**config.mk**
```make
export PLATFORM = sky130hd
export DESIGN_NAME = rel_object_bitstream_parser_core
export DESIGN_NICKNAME = d
export VERILOG_FILES = /design/src/rtl/rob_pkg.sv /design/src/rtl/rob_front.sv /design/src/rtl/rob_fifo.sv /design/src/rtl/rob_back.sv /design/src/rtl/rel_object_bitstream_parser_core.sv
export SDC_FILE = /design/constraint.sdc
export NUM_CORES = 2
export LEC_CHECK = 0
export ABC_AREA = 1
export BUFFER_PORTS_ARGS = -buffer_cell sky130_fd_sc_hd__buf_2
export CAP_MARGIN = 10
export CORE_MARGIN = 5
export CORE_UTILIZATION = 30
export DETAILED_ROUTE_END_ITERATION = 16
export PLACE_DENSITY = 0.43
export SETUP_SLACK_MARGIN = 0.05
export SYNTH_ARGS = -nofsm -noshare
export SYNTH_HDL_FRONTEND = slang
export SYNTH_SLANG_ARGS = --single-unit
```
**constraint.sdc**
```tcl
create_clock -name clk -period 20.8 [get_ports clk]
set_input_delay 4.16 -clock clk [delete_from_list [all_inputs] [get_ports clk]]
set_output_delay 4.16 -clock clk [all_outputs]
set_load 0.01 [all_outputs]
```
**src/rtl/rob_pkg.sv**
```systemverilog
// ----------------------------------------------------------------------------
// rob_pkg
// Shared types, codes and the per-bit parse step of the REL object parser.
// ----------------------------------------------------------------------------
package rob_pkg;

    // parse phases
    localparam logic [3:0] PH_FLAG  = 4'd0;
    localparam logic [3:0] PH_ABS   = 4'd1;
    localparam logic [3:0] PH_RTYPE = 4'd2;
    localparam logic [3:0] PH_WORD  = 4'd3;
    localparam logic [3:0] PH_LCODE = 4'd4;
    localparam logic [3:0] PH_ATYPE = 4'd5;
    localparam logic [3:0] PH_ADDR  = 4'd6;
    localparam logic [3:0] PH_NLEN  = 4'd7;
    localparam logic [3:0] PH_NCHAR = 4'd8;

    // result kinds
    localparam logic [2:0] KIND_ABS  = 3'd0;
    localparam logic [2:0] KIND_WORD = 3'd1;
    localparam logic [2:0] KIND_LINK = 3'd2;
    localparam logic [2:0] KIND_NAME = 3'd3;
    localparam logic [2:0] KIND_ERR  = 3'd4;
    localparam logic [2:0] KIND_EOF  = 3'd5;

    // address types and special link codes
    localparam logic [1:0] ATYPE_ABS     = 2'd0;
    localparam logic [1:0] ATYPE_DATA    = 2'd2;
    localparam logic [3:0] LINK_LAST_NAME_ONLY = 4'd4;
    localparam logic [3:0] LINK_FIRST_ADDR_NAME = 4'd5;
    localparam logic [3:0] LINK_LAST_ADDR_NAME = 4'd7;
    localparam logic [3:0] LINK_ERROR    = 4'd8;
    localparam logic [3:0] LINK_SET_LOC  = 4'd11;
    localparam logic [3:0] LINK_END_PROG = 4'd14;
    localparam logic [3:0] LINK_END_FILE = 4'd15;

    // name character substitutions
    localparam logic [7:0] CH_DOLLAR = 8'h24;
    localparam logic [7:0] CH_S      = 8'h53;
    localparam logic [7:0] CH_DOT    = 8'h2E;
    localparam logic [7:0] CH_UNDER  = 8'h5F;
    localparam logic [7:0] CH_QUEST  = 8'h3F;
    localparam logic [7:0] CH_X      = 8'h58;
    localparam logic [7:0] CH_AT     = 8'h40;
    localparam logic [7:0] CH_A      = 8'h41;

    localparam int FIFO_DEPTH_DEF = 4;

    typedef struct packed {
        logic [2:0]  kind;
        logic [15:0] value;
        logic [1:0]  addr_type;
        logic [3:0]  link_code;
        logic [15:0] location;
        logic [2:0]  name_len;
        logic        last;
    } res_t;

    // results of one byte
    typedef struct packed {
        logic [1:0] cnt;
        res_t       r1;
        res_t       r0;
    } ent_t;

    typedef struct packed {
        logic [3:0]  phase;
        logic [15:0] shift;
        logic [4:0]  fbits;
        logic [3:0]  code;
        logic [1:0]  atype;
        logic [2:0]  chars;
        logic [15:0] loc;
        logic        halted;
    } st_t;

    typedef struct packed {
        st_t  s;
        logic emit;
        logic flush;
        res_t r;
    } step_t;

    function automatic logic [7:0] rob_subst(input logic [7:0] c);
        logic [7:0] o;
        o = c;
        if (c == CH_DOLLAR) o = CH_S;
        if (c == CH_DOT)    o = CH_UNDER;
        if (c == CH_QUEST)  o = CH_X;
        if (c == CH_AT)     o = CH_A;
        return o;
    endfunction

    // one bit of the stream
    function automatic step_t rob_step(input st_t s, input logic b, input logic [15:0] db);
        step_t       o;
        logic [15:0] a;
        o = '0;
        o.s = s;
        o.r.location = s.loc;
        a = '0;
        case (s.phase)
            PH_ABS:
            begin
                o.s.shift = {8'd0, s.shift[6:0], b};
                o.s.fbits = s.fbits + 5'd1;
                if (o.s.fbits == 5'd8)
                begin
                    o.emit = 1'b1;
                    o.r.kind = KIND_ABS;
                    o.r.value = o.s.shift;
                    o.r.last = 1'b1;
                    o.s.loc = s.loc + 16'd1;
                    o.s.phase = PH_FLAG;
                end
            end
            PH_RTYPE:
            begin
                o.s.atype = {s.atype[0], b};
                o.s.fbits = s.fbits + 5'd1;
                if (o.s.fbits == 5'd2)
                begin
                    o.s.fbits = '0;
                    o.s.shift = '0;
                    if (o.s.atype == ATYPE_ABS)
                    begin
                        o.s.code = '0;
                        o.s.phase = PH_LCODE;
                    end
                    else
                        o.s.phase = PH_WORD;
                end
            end
            PH_WORD:
            begin
                o.s.shift = {s.shift[14:0], b};
                o.s.fbits = s.fbits + 5'd1;
                if (o.s.fbits == 5'd16)
                begin
                    a = {o.s.shift[7:0], o.s.shift[15:8]};
                    if (s.atype == ATYPE_DATA)
                        a = a + db;
                    o.emit = 1'b1;
                    o.r.kind = KIND_WORD;
                    o.r.value = a;
                    o.r.addr_type = s.atype;
                    o.r.last = 1'b1;
                    o.s.loc = s.loc + 16'd2;
                    o.s.phase = PH_FLAG;
                end
            end
            PH_LCODE:
            begin
                o.s.code = {s.code[2:0], b};
                o.s.fbits = s.fbits + 5'd1;
                if (o.s.fbits == 5'd4)
                begin
                    o.s.fbits = '0;
                    o.s.shift = '0;
                    o.s.atype = '0;
                    o.s.chars = '0;
                    if (o.s.code <= LINK_LAST_NAME_ONLY)
                        o.s.phase = PH_NLEN;
                    else if (o.s.code == LINK_ERROR || o.s.code == LINK_END_FILE)
                    begin
                        o.emit = 1'b1;
                        o.r.kind = (o.s.code == LINK_ERROR) ? KIND_ERR : KIND_EOF;
                        o.r.link_code = o.s.code;
                        o.r.last = 1'b1;
                        o.s.halted = 1'b1;
                        o.s.phase = PH_FLAG;
                    end
                    else
                        o.s.phase = PH_ATYPE;
                end
            end
            PH_ATYPE:
            begin
                o.s.atype = {s.atype[0], b};
                o.s.fbits = s.fbits + 5'd1;
                if (o.s.fbits == 5'd2)
                begin
                    o.s.fbits = '0;
                    o.s.shift = '0;
                    o.s.phase = PH_ADDR;
                end
            end
            PH_ADDR:
            begin
                o.s.shift = {s.shift[14:0], b};
                o.s.fbits = s.fbits + 5'd1;
                if (o.s.fbits == 5'd16)
                begin
                    a = {o.s.shift[7:0], o.s.shift[15:8]};
                    o.s.shift = a;
                    o.s.fbits = '0;
                    if (s.code >= LINK_FIRST_ADDR_NAME && s.code <= LINK_LAST_ADDR_NAME)
                    begin
                        o.s.chars = '0;
                        o.s.phase = PH_NLEN;
                    end
                    else
                    begin
                        o.emit = 1'b1;
                        o.r.kind = KIND_LINK;
                        o.r.value = a;
                        o.r.addr_type = s.atype;
                        o.r.link_code = s.code;
                        o.r.last = 1'b1;
                        if (s.code == LINK_SET_LOC)
                            o.s.loc = (s.atype == ATYPE_DATA) ? a + db : a;
                        else if (s.code == LINK_END_PROG)
                        begin
                            o.s.loc = '0;
                            o.s.atype = '0;
                            o.flush = 1'b1;
                        end
                        o.s.phase = PH_FLAG;
                    end
                end
            end
            PH_NLEN:
            begin
                o.s.chars = {s.chars[1:0], b};
                o.s.fbits = s.fbits + 5'd1;
                if (o.s.fbits == 5'd3)
                begin
                    o.emit = 1'b1;
                    o.r.kind = KIND_LINK;
                    o.r.value = s.shift;
                    o.r.addr_type = s.atype;
                    o.r.link_code = s.code;
                    o.r.name_len = o.s.chars;
                    o.r.last = (o.s.chars == 3'd0);
                    o.s.fbits = '0;
                    o.s.shift = '0;
                    o.s.phase = (o.s.chars != 3'd0) ? PH_NCHAR : PH_FLAG;
                end
            end
            PH_NCHAR:
            begin
                o.s.shift = {8'd0, s.shift[6:0], b};
                o.s.fbits = s.fbits + 5'd1;
                if (o.s.fbits == 5'd8)
                begin
                    o.s.chars = s.chars - 3'd1;
                    o.emit = 1'b1;
                    o.r.kind = KIND_NAME;
                    o.r.value = {8'd0, rob_subst(o.s.shift[7:0])};
                    o.r.link_code = s.code;
                    o.r.last = (o.s.chars == 3'd0);
                    o.s.fbits = '0;
                    o.s.shift = '0;
                    if (o.s.chars == 3'd0)
                        o.s.phase = PH_FLAG;
                end
            end
            default:
            begin
                o.s.fbits = '0;
                o.s.shift = '0;
                if (!b)
                    o.s.phase = PH_ABS;
                else
                begin
                    o.s.atype = '0;
                    o.s.phase = PH_RTYPE;
                end
            end
        endcase
        return o;
    endfunction

endpackage

```
**src/rtl/rob_front.sv**
```systemverilog
// ----------------------------------------------------------------------------
// rob_front
// Takes one byte per transfer, runs its eight bits through the parser up to
// any end-of-program item or halt, and queues the byte's results.
// ----------------------------------------------------------------------------
module rob_front
    import rob_pkg::*;
(
    input  logic        clk,
    input  logic        rst_n,
    input  logic        in_valid,
    output logic        in_stall,
    input  logic [7:0]  data_byte,
    input  logic [15:0] data_base,
    input  logic        q_full,
    output logic        q_push,
    output ent_t        q_data
);

    st_t   state_reg;
    st_t   state_next;
    ent_t  ent;
    step_t st;
    logic  active;
    logic  take;

    assign in_stall = q_full;
    assign take     = in_valid && !q_full;

    // unrolled bit walk, MSB first
    always_comb
    begin
        state_next = state_reg;
        ent        = '0;
        active     = 1'b1;
        st         = '0;
        for (int i = 7; i >= 0; i--)
        begin
            if (active && !state_next.halted)
            begin
                st = rob_step(state_next, data_byte[i], data_base);
                state_next = st.s;
                if (st.emit)
                begin
                    if (ent.cnt == 2'd0)
                        ent.r0 = st.r;
                    else if (ent.cnt == 2'd1)
                        ent.r1 = st.r;
                    if (ent.cnt != 2'd2)
                        ent.cnt = ent.cnt + 2'd1;
                end
                if (st.flush)
                    active = 1'b0;
            end
        end
    end

    assign q_push = take && (ent.cnt != 2'd0);
    assign q_data = ent;

    // parser state
    always_ff @(posedge clk or negedge rst_n)
    begin
        if (!rst_n)
            state_reg <= '0;
        else if (take)
            state_reg <= state_next;
    end

endmodule

```
**src/rtl/rob_fifo.sv**
```systemverilog
// ----------------------------------------------------------------------------
// rob_fifo
// Short queue of per-byte result groups between parser and output stage.
// ----------------------------------------------------------------------------
module rob_fifo
    import rob_pkg::*;
#(
    parameter int FIFO_DEPTH = FIFO_DEPTH_DEF
)
(
    input  logic clk,
    input  logic rst_n,
    input  logic push,
    input  ent_t push_data,
    input  logic pop,
    output ent_t head,
    output logic full,
    output logic empty
);

    localparam int PW = (FIFO_DEPTH > 1) ? $clog2(FIFO_DEPTH) : 1;
    localparam int CW = $clog2(FIFO_DEPTH + 1);
    localparam logic [PW-1:0] LAST_PTR = PW'(FIFO_DEPTH - 1);
    localparam logic [CW-1:0] FULL_CNT = CW'(FIFO_DEPTH);

    ent_t          mem [FIFO_DEPTH];
    logic [PW-1:0] wr_ptr_reg;
    logic [PW-1:0] rd_ptr_reg;
    logic [CW-1:0] count_reg;
    logic [CW-1:0] count_next;

    assign full  = (count_reg == FULL_CNT);
    assign empty = (count_reg == '0);
    assign head  = mem[rd_ptr_reg];

    always_comb
    begin
        count_next = count_reg;
        if (push && !pop)
            count_next = count_reg + CW'(1);
        else if (pop && !push)
            count_next = count_reg - CW'(1);
    end

    // storage
    always_ff @(posedge clk)
    begin
        if (push)
            mem[wr_ptr_reg] <= push_data;
    end

    // pointers
    always_ff @(posedge clk or negedge rst_n)
    begin
        if (!rst_n)
        begin
            wr_ptr_reg <= '0;
            rd_ptr_reg <= '0;
            count_reg  <= '0;
        end
        else
        begin
            if (push)
                wr_ptr_reg <= (wr_ptr_reg == LAST_PTR) ? '0 : wr_ptr_reg + PW'(1);
            if (pop)
                rd_ptr_reg <= (rd_ptr_reg == LAST_PTR) ? '0 : rd_ptr_reg + PW'(1);
            count_reg <= count_next;
        end
    end

`ifndef SYNTHESIS
    a_no_overflow: assert property (@(posedge clk) disable iff (!rst_n)
        count_reg <= FULL_CNT)
        else $error("queue count beyond depth");
    a_no_push_full: assert property (@(posedge clk) disable iff (!rst_n)
        push |-> (!full || pop))
        else $error("push into full queue");
    a_no_pop_empty: assert property (@(posedge clk) disable iff (!rst_n)
        pop |-> !empty)
        else $error("pop from empty queue");
    a_fill: assert property (@(posedge clk) disable iff (!rst_n)
        (push && !pop && empty) |=> (count_reg == CW'(1)))
        else $error("push into empty queue lost");
`endif

endmodule

```
**src/rtl/rob_back.sv**
```systemverilog
// ----------------------------------------------------------------------------
// rob_back
// Hands out the one or two results of each queued byte, one per transfer.
// ----------------------------------------------------------------------------
module rob_back
    import rob_pkg::*;
(
    input  logic        clk,
    input  logic        rst_n,
    input  ent_t        head,
    input  logic        q_empty,
    output logic        q_pop,
    output logic        out_valid,
    input  logic        out_stall,
    output logic [2:0]  kind,
    output logic [15:0] value,
    output logic [1:0]  addr_type,
    output logic [3:0]  link_code,
    output logic [15:0] location,
    output logic [2:0]  name_len,
    output logic        last
);

    logic idx_reg;
    logic xfer;
    res_t cur;

    assign out_valid = !q_empty;
    assign xfer      = out_valid && !out_stall;
    assign cur       = idx_reg ? head.r1 : head.r0;
    assign q_pop     = xfer && (idx_reg || head.cnt != 2'd2);

    assign kind      = cur.kind;
    assign value     = cur.value;
    assign addr_type = cur.addr_type;
    assign link_code = cur.link_code;
    assign location  = cur.location;
    assign name_len  = cur.name_len;
    assign last      = cur.last;

    // second-result select
    always_ff @(posedge clk or negedge rst_n)
    begin
        if (!rst_n)
            idx_reg <= 1'b0;
        else if (xfer)
            idx_reg <= !q_pop;
    end

endmodule

```
**src/rtl/rel_object_bitstream_parser_core.sv**
```systemverilog
// ----------------------------------------------------------------------------
// rel_object_bitstream_parser_core
// REL object bit-stream parser: bytes in, absolute/relocated/link results out.
// ----------------------------------------------------------------------------
// Takes one byte per cycle while in_stall is low; its bits, up to any
// end-of-program item, are parsed in the cycle the byte transfers, and
// the results it completes (up to two) go into a FIFO_DEPTH entry queue.
// The output gives one result per cycle while out_stall is low; input
// stalls only when the queue is full. After an error or end-of-file item
// the block keeps taking bytes but gives no results until reset.
// data_base may be written only while no byte is in flight.
module rel_object_bitstream_parser_core
    import rob_pkg::*;
#(
    parameter int FIFO_DEPTH = FIFO_DEPTH_DEF
)
(
    input  logic        clk,
    input  logic        rst_n,
    input  logic        data_base_we,
    input  logic [15:0] data_base,
    input  logic        in_valid,
    output logic        in_stall,
    input  logic [7:0]  data_byte,
    output logic        out_valid,
    input  logic        out_stall,
    output logic [2:0]  kind,
    output logic [15:0] value,
    output logic [1:0]  addr_type,
    output logic [3:0]  link_code,
    output logic [15:0] location,
    output logic [2:0]  name_len,
    output logic        last
);

    logic [15:0] data_base_reg;
    logic        q_push;
    logic        q_pop;
    logic        q_full;
    logic        q_empty;
    ent_t        q_in;
    ent_t        q_head;

    // configuration register
    always_ff @(posedge clk or negedge rst_n)
    begin
        if (!rst_n)
            data_base_reg <= '0;
        else if (data_base_we)
            data_base_reg <= data_base;
    end

    rob_front u_front (
        .clk       (clk),
        .rst_n     (rst_n),
        .in_valid  (in_valid),
        .in_stall  (in_stall),
        .data_byte (data_byte),
        .data_base (data_base_reg),
        .q_full    (q_full),
        .q_push    (q_push),
        .q_data    (q_in)
    );

    rob_fifo #(.FIFO_DEPTH(FIFO_DEPTH)) u_fifo (
        .clk       (clk),
        .rst_n     (rst_n),
        .push      (q_push),
        .push_data (q_in),
        .pop       (q_pop),
        .head      (q_head),
        .full      (q_full),
        .empty     (q_empty)
    );

    rob_back u_back (
        .clk       (clk),
        .rst_n     (rst_n),
        .head      (q_head),
        .q_empty   (q_empty),
        .q_pop     (q_pop),
        .out_valid (out_valid),
        .out_stall (out_stall),
        .kind      (kind),
        .value     (value),
        .addr_type (addr_type),
        .link_code (link_code),
        .location  (location),
        .name_len  (name_len),
        .last      (last)
    );

endmodule
```
==> run_results.csv <==
group,metric,value,unit
worst_setup_path,rr_worst_depth,111,
route,num_vias,67800,
worst_setup_path,worstReg2RegStart,"u_front.state_reg[26]",
yosys,synth_area_per_cell,6.18,µm²
worst_setup_path,worstPathMaxFanout,13,
sta,slew_viol_final,0,
yosys,ys_seq_area_share,23.5,%
route,ant_nets,0,
yosys,synth-edff-count,368,
global_routing,grt_pass1_vias,62100,
route,post_drt_wl_per_cell,32.0,µm
cts,cts.clk_slew.worst_paths,0.06,ns
floorplan,initial_utilization,30.1,%
global_routing,grt.total_usage,36.2,%
worst_setup_path,path_buf_inv,14,
hold_path,hold_path_depth,2,
sta,hold_slack,0.544,ns
worst_setup_path,cp_top_family,"simple AND/OR/NAND/NOR gates",
cells_and_area,largest_reg_flops,368,
route,dr.pass1.iters,9,
cts,cts_tree,"done",
hold_path,hold_start,"u_fifo.wr_ptr_reg[1]",
sta,min_period_over_period,94.4,%
worst_setup_path,critPathMostFrequentCell,"nand2_1",
worst_setup_path,arrival,20.01,ns
cts,cts_setup_buffers,0,
cells_and_area,mostFrequentLayoutCell,"nand2_1",
cells_and_area,drive_gt1_share,8.93,%
sta,fin_worst_skew,0.0481,ns
sta,rsz0062_at_grt,"no",
sta,setup_viol,0,
cts,clk_path_buf_depth,3,
cells_and_area,layout_common_cells,"nand2_1, nor2_1, inv_1, o21ai_0, nand3_1",
sta,fmax,0.0509,GHz
yosys,ys_ff_latch,443,
sta,period_needed,19.63,ns
worst_setup_path,cp_data_required_time,21.18,ns
yosys,synth_area,55100,µm²
yosys,yosysUniqueCellTypes,81,
global_routing,grt_max_degree,144,
placement,gp_congestion,1.05,
yosys,syn_nets,9153,
cts,cts_buffers,42,
placement,port_buffers,75,
global_routing,antenna_found_initial,24,
yosys,ys_warn_count,0,
run,drv_cap,0,
run_status,status,"finished clean",
cts,insertion_delay,0.62,ns
hold_path,min_to,"u_fifo.wr_ptr_reg[1]",
worst_setup_path,reg2reg_to,"u_fifo.mem[1][86]",
floorplan,num_io_pins,76,
cells_and_area,fin_cells,11400,
worst_setup_path,cpMaxStageDelayCell,"xnor2_1",
worst_setup_path,critical_path_class,"in2reg",
cts,postCtsHoldBufs,0,
sta,hold_violations,0,
floorplan,die-area,192000,µm²
placement,dpl_cell_area,59300,µm²
worst_setup_path,crit_path_max_incr_delay,0.37,ns
pwr,cellPowerDensity,94.6,nW/µm²
yosys,syn_inst,8913,
sta,tightest_slew,1.31,ns
worst_setup_path,end_kind,"flip-flop",
floorplan,die_w,439,µm
yosys,yosys_most_used_dff,"edfxtp_1",
pwr,vdd_drop_max,0.000170,V
global_routing,overflow,0,
cts,cts-root-buf,"clkbuf_16",
floorplan,coreArea,183000,µm²
global_routing,grt_first_pass_wirelength,501,mm
cts,h-tree-depth,2,
yosys,synthArstFlopShare,16.9,%
route,vias_per_cell,5.92,
worst_setup_path,ff2ff_setup_slack,2.98,ns
placement,dp_hpwl,292,mm
cells_and_area,final_nets,9179,
route,drc_errors,0,
cts,clock-sinks,443,
cts,ctsResizeCount,0,
sta,maxSlewHeadroom,10.6,%
hold_path,hp-class,"reg2reg",
floorplan,num_rows,157,
cells_and_area,design_area,60700,µm²
route,drt-total-wl,366,mm
worst_setup_path,start_kind,"primary input",
placement,dp.cells,11400,
sta,fin_tns_setup,0,ns
route,first_iter_violations,8202,
floorplan,die_h,439,µm
cells_and_area,area_growth,10.2,%
pwr,p_leak,26.3,nW
## power breakdown
group / internal (mW) / total [mW] / switching (mW)
Clock: 0.451 / 0.797 / 0.346
Sequential: 0.969 / 1.03 / 0.0626
Combinational: 0.971 / 3.92 / 2.94
Total: 2.39 / 5.74 / 3.35
## logic make-up after synthesis
group	share of synthesized area (%)
AOI/OAI and AO/OA	25.2
xor gates and xnor gates	1.75
adders and majority gates	4.91
buffers and inverters	9.51
DFF	23.5
muxes	0.522
and+or+nand+nor	34.6
## layer usage
| layer | track usage [%] | up-vias | part of all wire, % | routed length [µm] |
|---|---|---|---|---|
| met3 | 6.98 | 743 | 8.6 | 31500 |
| li1 | - | 30600 | - | - |
| met2 | 56.2 | 3633 | 43 | 158000 |
| met1 | 47.2 | 32800 | 41 | 151000 |
| met5 | 0 | - | 0.025 | 92 |
| met4 | 20.3 | 14 | 7.0 | 25500 |
## Yosys cell counts (11+ instances only)
| cell | instances | area [µm²] |
|---|---|---|
| buf_1 | 28 | 105 |
| dfrtp_1 | 75 | 1880 |
| nand2_4 | 11 | 124 |
| buf_4 | 15 | 113 |
| buf_2 | 31 | 155 |
| o31ai_1 | 13 | 97.6 |
| inv_2 | 103 | 387 |
| nand3_1 | 586 | 2930 |
| a221oi_1 | 35 | 307 |
| clkinv_1 | 46 | 173 |
| nand2_1 | 2267 | 8510 |
| o21ai_0 | 843 | 4220 |
| nor2_4 | 28 | 315 |
| o22ai_1 | 142 | 888 |
| xor2_1 | 82 | 718 |
| clkbuf_1 | 270 | 1010 |
| nand3b_1 | 17 | 128 |
| inv_1 | 861 | 3230 |
| o2111ai_1 | 33 | 289 |
| a22oi_1 | 89 | 668 |
| a21oi_2 | 12 | 105 |
| nand3_2 | 18 | 180 |
| o221ai_1 | 108 | 946 |
| o21a_1 | 31 | 233 |
| a21oi_1 | 407 | 2040 |
| ha_1 | 202 | 2530 |
| o211ai_1 | 194 | 1460 |
| mux2i_1 | 13 | 130 |
| or2_2 | 29 | 181 |
| mux2_2 | 14 | 158 |
| nand4_1 | 141 | 882 |
| a31oi_1 | 92 | 576 |
| o21bai_1 | 57 | 428 |
| nand2_2 | 89 | 557 |
| nor3_1 | 110 | 551 |
| nor4_1 | 28 | 175 |
| o21ai_1 | 186 | 931 |
| nor2_2 | 47 | 294 |
| xnor2_1 | 28 | 245 |
| nor2_1 | 1037 | 3890 |
| edfxtp_1 | 368 | 11100 |
## metrics by stage
stage | util (%) | total power, mW | setup WS [ns]
CTS | 33.2 | 5.66 | 1.66
detailed placement | 32.4 | 4.84 | 1.04
finish | 33.2 | 5.74 | 1.17
global route | 33.2 | 6.04 | 0.0612
global placement | 32.4 | 4.88 | 1.21
floorplan | - | 3.28 | 2.37
## area by class of cell
type                       count  area (µm²)
clock inverter                26         328
fill                       20600      122000
inverter                    1015        3830
sequential                   443       12900
timing repair buffer         329        2410
clock buffer                  50        1080
antenna                       14        35.0
multi-input combinational   7108       37000
tap                         2464        3080
## worst reg2reg max path: cells and delay by family (launching register included)
kind,cells,cell delay [ns]
adders and majority gates,8,2.42
and+or+nand+nor,72,10.12
xor gates and xnor gates,2,0.53
buffers and inverters,11,1.01
DFF,1,0.60
AOI/OAI and AO/OA,18,2.91
## how the worst max path moves through the flow
stage,slack [ns],to,start,cells past startpoint
2_1_floorplan,2.37,u_fifo.mem[0][0],data_byte[7],97
3_3_place_gp,1.21,u_fifo.mem[0][86],data_byte[7],100
3_5_place_dp,1.04,u_fifo.mem[1][86],data_byte[7],107
4_1_cts,1.66,u_fifo.mem[1][86],data_byte[7],107
5_1_grt,0.06,u_fifo.mem[1][86],data_byte[7],107
6_report,1.17,u_fifo.mem[1][86],data_byte[7],107
(Power assumes the default switching activity.)
